### src/hw/rtl/rgag_pkg.sv
// Shared constants, register indexes and helper functions of the radial glow alpha generator.
package rgag_pkg;

  localparam int unsigned SIZE_W   = 9;
  localparam int unsigned COLOR_W  = 24;
  localparam int unsigned GAIN_W   = 16;
  localparam int unsigned CH_W     = 8;
  localparam int unsigned ALPHA_W  = 8;
  localparam int unsigned PIX_W    = 8;
  localparam int unsigned CFG_IDX_W = 2;

  localparam logic [CFG_IDX_W-1:0] REG_GLOW_SIZE    = 2'd0;
  localparam logic [CFG_IDX_W-1:0] REG_GLOW_COLOR   = 2'd1;
  localparam logic [CFG_IDX_W-1:0] REG_FALLOFF_GAIN = 2'd2;

  localparam logic [SIZE_W-1:0]  GLOW_SIZE_RST    = 9'd64;
  localparam logic [COLOR_W-1:0] GLOW_COLOR_RST   = 24'hFFFFFF;
  localparam logic [GAIN_W-1:0]  FALLOFF_GAIN_RST = 16'd1280;

  // Exact floor(p / 255) for any product of two 8-bit values.
  function automatic logic [CH_W-1:0] div255(input logic [2*CH_W-1:0] p);
    logic [2*CH_W:0] t;
    t = (2*CH_W+1)'(p) + (2*CH_W+1)'(1) + (2*CH_W+1)'(p[2*CH_W-1:CH_W]);
    return t[2*CH_W-1:CH_W];
  endfunction

  function automatic logic [CH_W-1:0] premul(input logic [CH_W-1:0] c,
                                             input logic [ALPHA_W-1:0] a);
    logic [2*CH_W-1:0] p;
    p = (2*CH_W)'(c) * (2*CH_W)'(a);
    return div255(p);
  endfunction

endpackage

### src/hw/rtl/rgag_prep.sv
// Front pipeline: distance, squared radius, gain product and the dividend and divisor.
module rgag_prep import rgag_pkg::*; #(
  parameter int unsigned MAX_SIZE = 256,
  parameter int unsigned SW       = $clog2(MAX_SIZE + 1),
  parameter int unsigned NUMW     = 2 * SW + 10,
  parameter int unsigned RW       = NUMW + 8,
  parameter int unsigned DW       = NUMW + 3
) (
  input  logic              clk_i,
  input  logic              rst_ni,
  input  logic              en_i,
  input  logic              valid_i,
  input  logic [PIX_W-1:0]  pixel_x_i,
  input  logic [PIX_W-1:0]  pixel_y_i,
  input  logic [SIZE_W-1:0] glow_size_i,
  input  logic [GAIN_W-1:0] falloff_gain_i,
  output logic              valid_o,
  output logic [RW-1:0]     num_o,
  output logic [DW-1:0]     den_o
);

  localparam int unsigned XW = ((SW > PIX_W + 1) ? SW : PIX_W + 1) + 1;
  localparam int unsigned QW = 2 * SW + 1;
  localparam int unsigned KW = GAIN_W + QW;

  logic [SW-1:0]        s_sat;
  logic                 in_sprite;
  logic signed [XW-1:0] dx, dy, adx_full, ady_full;

  logic                 v0_q, v1_q, v2_q, v3_q;
  logic                 in0_q, in1_q, in2_q;
  logic [SW-1:0]        adx_q, ady_q, s0_q;
  logic [QW-1:0]        q_d, q_q;
  logic [2*SW-1:0]      s2_d, s2_q;
  logic [KW-1:0]        kq_d, kq_q;
  logic [NUMW-1:0]      numf_q;
  logic [NUMW-1:0]      diff;
  logic [RW-1:0]        num_d, num_q;
  logic [DW-1:0]        den_d, den_q;

  always_comb begin
    s_sat  = (32'(glow_size_i) > MAX_SIZE) ? SW'(MAX_SIZE) : SW'(glow_size_i);
    in_sprite = (32'(pixel_x_i) < 32'(s_sat)) && (32'(pixel_y_i) < 32'(s_sat));
    dx = $signed(XW'({pixel_x_i, 1'b0})) - $signed(XW'(s_sat));
    dy = $signed(XW'({pixel_y_i, 1'b0})) - $signed(XW'(s_sat));
    adx_full = dx[XW-1] ? -dx : dx;
    ady_full = dy[XW-1] ? -dy : dy;
  end

  always_comb begin
    q_d  = QW'((2*SW)'(adx_q) * (2*SW)'(adx_q)) + QW'((2*SW)'(ady_q) * (2*SW)'(ady_q));
    s2_d = (2*SW)'(s0_q) * (2*SW)'(s0_q);
    kq_d = KW'(falloff_gain_i) * KW'(q_q);
  end

  always_comb begin
    diff  = numf_q - kq_q[NUMW-1:0];
    num_d = '0;
    den_d = DW'(1);
    if (in2_q && (KW'(numf_q) > kq_q)) begin
      num_d = (RW'(diff) << 8) - RW'(diff);
      den_d = DW'(numf_q) + (DW'(kq_q[NUMW-1:0]) << 2);
    end
  end

  always_ff @(posedge clk_i or negedge rst_ni) begin
    if (!rst_ni) begin
      v0_q <= 1'b0;
      v1_q <= 1'b0;
      v2_q <= 1'b0;
      v3_q <= 1'b0;
    end else if (en_i) begin
      v0_q <= valid_i;
      v1_q <= v0_q;
      v2_q <= v1_q;
      v3_q <= v2_q;
    end
  end

  always_ff @(posedge clk_i) begin
    if (en_i) begin
      adx_q  <= adx_full[SW-1:0];
      ady_q  <= ady_full[SW-1:0];
      s0_q   <= s_sat;
      in0_q  <= in_sprite;
      q_q    <= q_d;
      s2_q   <= s2_d;
      in1_q  <= in0_q;
      kq_q   <= kq_d;
      numf_q <= NUMW'(s2_q) << 10;
      in2_q  <= in1_q;
      num_q  <= num_d;
      den_q  <= den_d;
    end
  end

  assign valid_o = v3_q;
  assign num_o   = num_q;
  assign den_o   = den_q;

endmodule

### src/hw/rtl/rgag_div_cell.sv
// One restoring division cell that settles one alpha bit and passes the remainder on.
module rgag_div_cell import rgag_pkg::*; #(
  parameter int unsigned RW = 36,
  parameter int unsigned DW = 31,
  parameter int unsigned SH = 7
) (
  input  logic               clk_i,
  input  logic               rst_ni,
  input  logic               en_i,
  input  logic               valid_i,
  input  logic [RW-1:0]      rem_i,
  input  logic [DW-1:0]      den_i,
  input  logic [ALPHA_W-1:0] quo_i,
  output logic               valid_o,
  output logic [RW-1:0]      rem_o,
  output logic [DW-1:0]      den_o,
  output logic [ALPHA_W-1:0] quo_o
);

  localparam int unsigned CW = (RW > DW + SH) ? RW : DW + SH;

  logic [CW-1:0]      rem_x, sub_x, diff;
  logic               fit;
  logic               valid_q;
  logic [RW-1:0]      rem_d, rem_q;
  logic [DW-1:0]      den_q;
  logic [ALPHA_W-1:0] quo_d, quo_q;

  always_comb begin
    rem_x = CW'(rem_i);
    sub_x = CW'(den_i) << SH;
    fit   = rem_x >= sub_x;
    diff  = rem_x - sub_x;
    rem_d = fit ? diff[RW-1:0] : rem_i;
    quo_d = {quo_i[ALPHA_W-2:0], fit};
  end

  always_ff @(posedge clk_i or negedge rst_ni) begin
    if (!rst_ni) begin
      valid_q <= 1'b0;
    end else if (en_i) begin
      valid_q <= valid_i;
    end
  end

  always_ff @(posedge clk_i) begin
    if (en_i) begin
      rem_q <= rem_d;
      den_q <= den_i;
      quo_q <= quo_d;
    end
  end

  assign valid_o = valid_q;
  assign rem_o   = rem_q;
  assign den_o   = den_q;
  assign quo_o   = quo_q;

endmodule

### src/hw/rtl/radial_glow_alpha_generator.sv
// Top level of the radial glow alpha generator: config registers, divider chain, output stage.
//
//   Channel  Direction  Handshake                      Payload
//   s_axis   in         s_axis_tvalid/s_axis_tready    pixel_x, pixel_y
//   m_axis   out        m_axis_tvalid/m_axis_tready    out_blue, out_green, out_red, out_alpha
//   cfg      in         cfg_valid_i/cfg_ready_o        cfg_index_i, cfg_data_i
//
// One word is accepted per cycle while s_axis_tready is high.
// Four front stages form the divisor and dividend, eight division cells settle one alpha bit
// each, and one output register applies the premultiply.
// A held output word freezes the whole pipeline; s_axis_tready is high whenever the output
// register is empty or is being taken. Reset clears all valid flags and loads the register
// defaults; the config port is always ready.
module radial_glow_alpha_generator import rgag_pkg::*; #(
  parameter int unsigned MAX_SIZE = 256
) (
  input  logic                 clk_i,
  input  logic                 rst_ni,
  input  logic                 s_axis_tvalid,
  output logic                 s_axis_tready,
  input  logic [15:0]          s_axis_tdata,   // pixel_x, pixel_y
  output logic                 m_axis_tvalid,
  input  logic                 m_axis_tready,
  output logic [31:0]          m_axis_tdata,   // out_blue, out_green, out_red, out_alpha
  input  logic                 cfg_valid_i,
  output logic                 cfg_ready_o,
  input  logic [CFG_IDX_W-1:0] cfg_index_i,
  input  logic [COLOR_W-1:0]   cfg_data_i
);

  localparam int unsigned SW   = $clog2(MAX_SIZE + 1);
  localparam int unsigned NUMW = 2 * SW + 10;
  localparam int unsigned RW   = NUMW + 8;
  localparam int unsigned DW   = NUMW + 3;

  logic [SIZE_W-1:0]  glow_size_q;
  logic [COLOR_W-1:0] glow_color_q;
  logic [GAIN_W-1:0]  falloff_gain_q;

  logic               en;
  logic               valid_c [ALPHA_W+1];
  logic [RW-1:0]      rem_c   [ALPHA_W+1];
  logic [DW-1:0]      den_c   [ALPHA_W+1];
  logic [ALPHA_W-1:0] quo_c   [ALPHA_W+1];

  logic               out_valid_q;
  logic [31:0]        out_data_d, out_data_q;
  logic [ALPHA_W-1:0] alpha;

  assign cfg_ready_o = 1'b1;

  always_ff @(posedge clk_i or negedge rst_ni) begin
    if (!rst_ni) begin
      glow_size_q    <= GLOW_SIZE_RST;
      glow_color_q   <= GLOW_COLOR_RST;
      falloff_gain_q <= FALLOFF_GAIN_RST;
    end else if (cfg_valid_i) begin
      case (cfg_index_i)
        REG_GLOW_SIZE:    glow_size_q    <= cfg_data_i[SIZE_W-1:0];
        REG_GLOW_COLOR:   glow_color_q   <= cfg_data_i;
        REG_FALLOFF_GAIN: falloff_gain_q <= cfg_data_i[GAIN_W-1:0];
        default: ;
      endcase
    end
  end

  assign en            = !out_valid_q || m_axis_tready;
  assign s_axis_tready = en;

  rgag_prep #(
    .MAX_SIZE (MAX_SIZE),
    .SW       (SW),
    .NUMW     (NUMW),
    .RW       (RW),
    .DW       (DW)
  ) u_prep (
    .clk_i          (clk_i),
    .rst_ni         (rst_ni),
    .en_i           (en),
    .valid_i        (s_axis_tvalid),
    .pixel_x_i      (s_axis_tdata[7:0]),
    .pixel_y_i      (s_axis_tdata[15:8]),
    .glow_size_i    (glow_size_q),
    .falloff_gain_i (falloff_gain_q),
    .valid_o        (valid_c[0]),
    .num_o          (rem_c[0]),
    .den_o          (den_c[0])
  );

  assign quo_c[0] = '0;

  for (genvar i = 0; i < ALPHA_W; i++) begin : g_cell
    rgag_div_cell #(
      .RW (RW),
      .DW (DW),
      .SH (ALPHA_W - 1 - i)
    ) u_cell (
      .clk_i   (clk_i),
      .rst_ni  (rst_ni),
      .en_i    (en),
      .valid_i (valid_c[i]),
      .rem_i   (rem_c[i]),
      .den_i   (den_c[i]),
      .quo_i   (quo_c[i]),
      .valid_o (valid_c[i+1]),
      .rem_o   (rem_c[i+1]),
      .den_o   (den_c[i+1]),
      .quo_o   (quo_c[i+1])
    );
  end

  assign alpha = quo_c[ALPHA_W];

  always_comb begin
    out_data_d = {alpha,
                  premul(glow_color_q[7:0], alpha),
                  premul(glow_color_q[15:8], alpha),
                  premul(glow_color_q[23:16], alpha)};
  end

  always_ff @(posedge clk_i or negedge rst_ni) begin
    if (!rst_ni) begin
      out_valid_q <= 1'b0;
    end else if (en) begin
      out_valid_q <= valid_c[ALPHA_W];
    end
  end

  always_ff @(posedge clk_i) begin
    if (en) begin
      out_data_q <= out_data_d;
    end
  end

  assign m_axis_tvalid = out_valid_q;
  assign m_axis_tdata  = out_data_q;

endmodule

### config.mk
export PLATFORM = sky130hd
export DESIGN_NAME = radial_glow_alpha_generator
export DESIGN_NICKNAME = d
export VERILOG_FILES = /design/src/hw/rtl/rgag_pkg.sv /design/src/hw/rtl/rgag_prep.sv /design/src/hw/rtl/rgag_div_cell.sv /design/src/hw/rtl/radial_glow_alpha_generator.sv
export SDC_FILE = /design/constraint.sdc
export NUM_CORES = 2
export LEC_CHECK = 0
export BUFFER_PORTS_ARGS = -buffer_cell sky130_fd_sc_hd__buf_2
export CAP_MARGIN = 20
export CORE_MARGIN = 5
export CORE_UTILIZATION = 45
export CTS_CLUSTER_DIAMETER = 60
export DETAILED_ROUTE_END_ITERATION = 12
export MAX_ROUTING_LAYER = met4
export PLACE_DENSITY_LB_ADDON = 0.15
export SYNTH_ARGS = -nofsm -noshare
export SYNTH_HDL_FRONTEND = slang
export SYNTH_SLANG_ARGS = --single-unit
### constraint.sdc
create_clock -name clk_i -period 27.5 [get_ports clk_i]
set_input_delay 2.75 -clock clk_i [delete_from_list [all_inputs] [get_ports clk_i]]
set_output_delay 2.75 -clock clk_i [all_outputs]
set_load 0.1 [all_outputs]
==> results.txt <==
outcome - finished, final reports clean
Buffers on Ports - 80
R2R Path Start - u_prep.q_q[7]$_DFFE_PP_
routed wire length - 143000 um
Synth Flop Type - edfxtp_1
#FFs+latches synth - 748
iteration count of the initial detailed-routing pass - 5
Tightest Pin Transition - 1070 ps
most common cell after layout, fill and taps aside - inv_1
Max Slew Vio Count - 0
CTS Sinks - 748
DP HPWL - 113000 um
CP Launch Type - flop
core area - 143000 um2
Hold-fix buffers, CTS - 0
number of distinct library cells after synthesis - 97
Mapped Area - 64600 um2
max frequency - 133 MHz
Resized cells post-CTS - 0
vias in the first global route - 44500
CP required - 27920 ps
initial antenna violation count - 6
grt ovf - 0
slowest stage cell, crit path - edfxtp_1
die span in x - 389 um
max incr delay on CP - 690 ps
via count - 43700
final setup vio count - 0
first-pass GRT wire length - 236000 um
Mean Syn Cell Area - 10.2 um2
area growth from synthesis to layout - 9.03%
layout cells sized above 1 - 0.0770
Setup TNS - 0 ps
origin of the worst setup path - u_prep.q_q[7]$_DFFE_PP_
vias per cell - 5.22
worst hold path class - reg -> reg
Hold WS - 412 ps
HP Start - u_prep.s2_q[8]$_DFFE_PP_
Final Instance Count excl. Fillers - 8382
CP Capture Type - flop
Placed Instances - 8203
Post-CTS Setup Inserts - 0
fin crit share - 0.274
RSZ-0062 raised after global routing - no
DR iter-0 viols - 2118
Layout Nets - 7565
WL/cell - 17.1 um
Worst-Skew Late Latency - 710 ps
GPL Wtd Cong - 0.930
Clk pin slew, worst setup/hold paths - 60 ps
Initial Util - 0.452
Chip Height - 389 um
Die ar. - 151000 um2
most frequent cells in the layout - inv_1 (1010), edfxtp_1 (686), ha_1 (643)
GRT Util Overall - 0.197
cts bufs inserted - 96
worst path bufs/invs - 4
largest net degree at the start of global routing - 73
DRC Markers - 0
clock skew - 48.4 ps
yosys warns - 0
Top Ports - 82
CP max FO - 16
ANT nets after route - 0
Post-synth EDFFs - 686
max cap viols - 0
Most common cell on crit path - fa_1
num rows - 139
Critical Path AT - 7960 ps
Cell Chain, Critical Path - and2_1 -> fa_1 -> inv_1 -> fa_1 -> fa_1 -> fa_1 -> inv_1 -> fa_1 -> inv_1 -> fa_1 -> inv_1 -> ha_1 -> a211o_1 -> or3_1 -> a31oi_1 -> o31ai_1 -> a221oi_1 -> o211a_1 -> a21oi_1 -> a221o_1 -> xor2_1
H-tree Lvls - 3
Slew HR - 0.282
post-synthesis sequential area ratio - 0.343
asr flop ratio synth - 0.0829
crit-path leading delay family - adder cells
Hold Fails Final Rpt - 0
Crit Path Class - reg -> reg
Final Critical Period - 7540 ps
CTS max path bufs - 3
clock root cell - clkbuf_16
cells after synthesis - 6312
CTS tree - built
==> final cells by class <==
class	instances	area (um2)
Antenna cell	2	5.00
Clock buffer	115	2540
Clock inverter	62	679
Fill cell	13200	72700
Inverter	1012	3800
Multi-Input combinational cell	4429	38200
Sequential cell	748	22200
Tap cell	1903	2380
Timing Repair Buffer	111	633
==> cells by family (layout without fill, tap and decap cells) <==
family                     Yosys count  after routing  share of synthesized area
and+or+nand+nor                   1642           1642                      0.126
buffers and inverters             1146           1300                     0.0673
adders and majority gates         1121           1121                      0.272
AOI/OAI and AO/OA                 1094           1094                      0.109
DFF                                748            748                      0.343
xor gates and xnor gates           403            403                     0.0546
muxes                              156            156                     0.0270
other                                2             15                   0.000116
==> sequential cells by signal (all words and copies together) (netlist names), 8 cells and up <==
signal / cells
u_prep.s0_q: 9
g_cell.u_cell.quo_o: 36
u_prep.ady_q: 8
u_prep.s2_q: 17
u_prep.adx_q: 8
m_axis_tdata: 32
g_cell.u_cell.den_o: 197
u_prep.q_q: 17
u_prep.kq_q: 34
u_prep.den_o: 29
glow_color_q: 24
glow_size_q: 9
u_prep.numf_q: 17
g_cell.u_cell.valid_o: 8
u_prep.num_o: 34
falloff_gain_q: 16
g_cell.u_cell.rem_o: 245
==> Yosys cell counts, types with 133 or more instances <==
cell type,instances,area (um2)
ha_1,643,8050
nand2_1,459,1720
a21oi_1,337,1690
nor2_1,357,1340
mux2_2,148,1670
xor2_1,133,1160
edfxtp_1,686,20600
and2_1,368,2300
inv_1,1010,3790
o21ai_0,212,1060
a21o_1,152,1140
xnor2_1,270,2360
fa_1,477,9550
==> metrics by stage <==
step | area (um2) | setup WS (ps) | utilization
after floorplan | 64700 | 2360 | -
after global placement | 67200 | 20020 | 0.470
after detailed placement | 67200 | 20060 | 0.470
after CTS | 70500 | 20030 | 0.492
after global routing | 70500 | 19670 | 0.492
final | 70500 | 19960 | 0.492
==> metal layers <==
layer,global-route usage,part of all wire,vias up
li1,-,-,21600
met5,-,0,-
met1,0.258,0.46,21200
met3,0.0307,0.046,195
met4,0.0560,0.026,0
met2,0.321,0.47,757
==> final timing paths <==
kind                                                 end  slack (ps)  depth (start not counted)
max                            u_prep.kq_q[33]$_DFFE_PP_       19960                         21
min                          u_prep.numf_q[18]$_DFFE_PP_         410                          0
max reg2reg                    u_prep.kq_q[33]$_DFFE_PP_       19960                         21
min reg2reg                  u_prep.numf_q[18]$_DFFE_PP_         410                          0
max in group asynchronous  falloff_gain_q[2]$_DFFE_PN0P_       24610                          2
min in group asynchronous     glow_size_q[3]$_DFFE_PN0P_        2230                          2
Power is not shown: default switching activity piles up to over one toggle a cycle in this logic, so the estimate is an artifact.
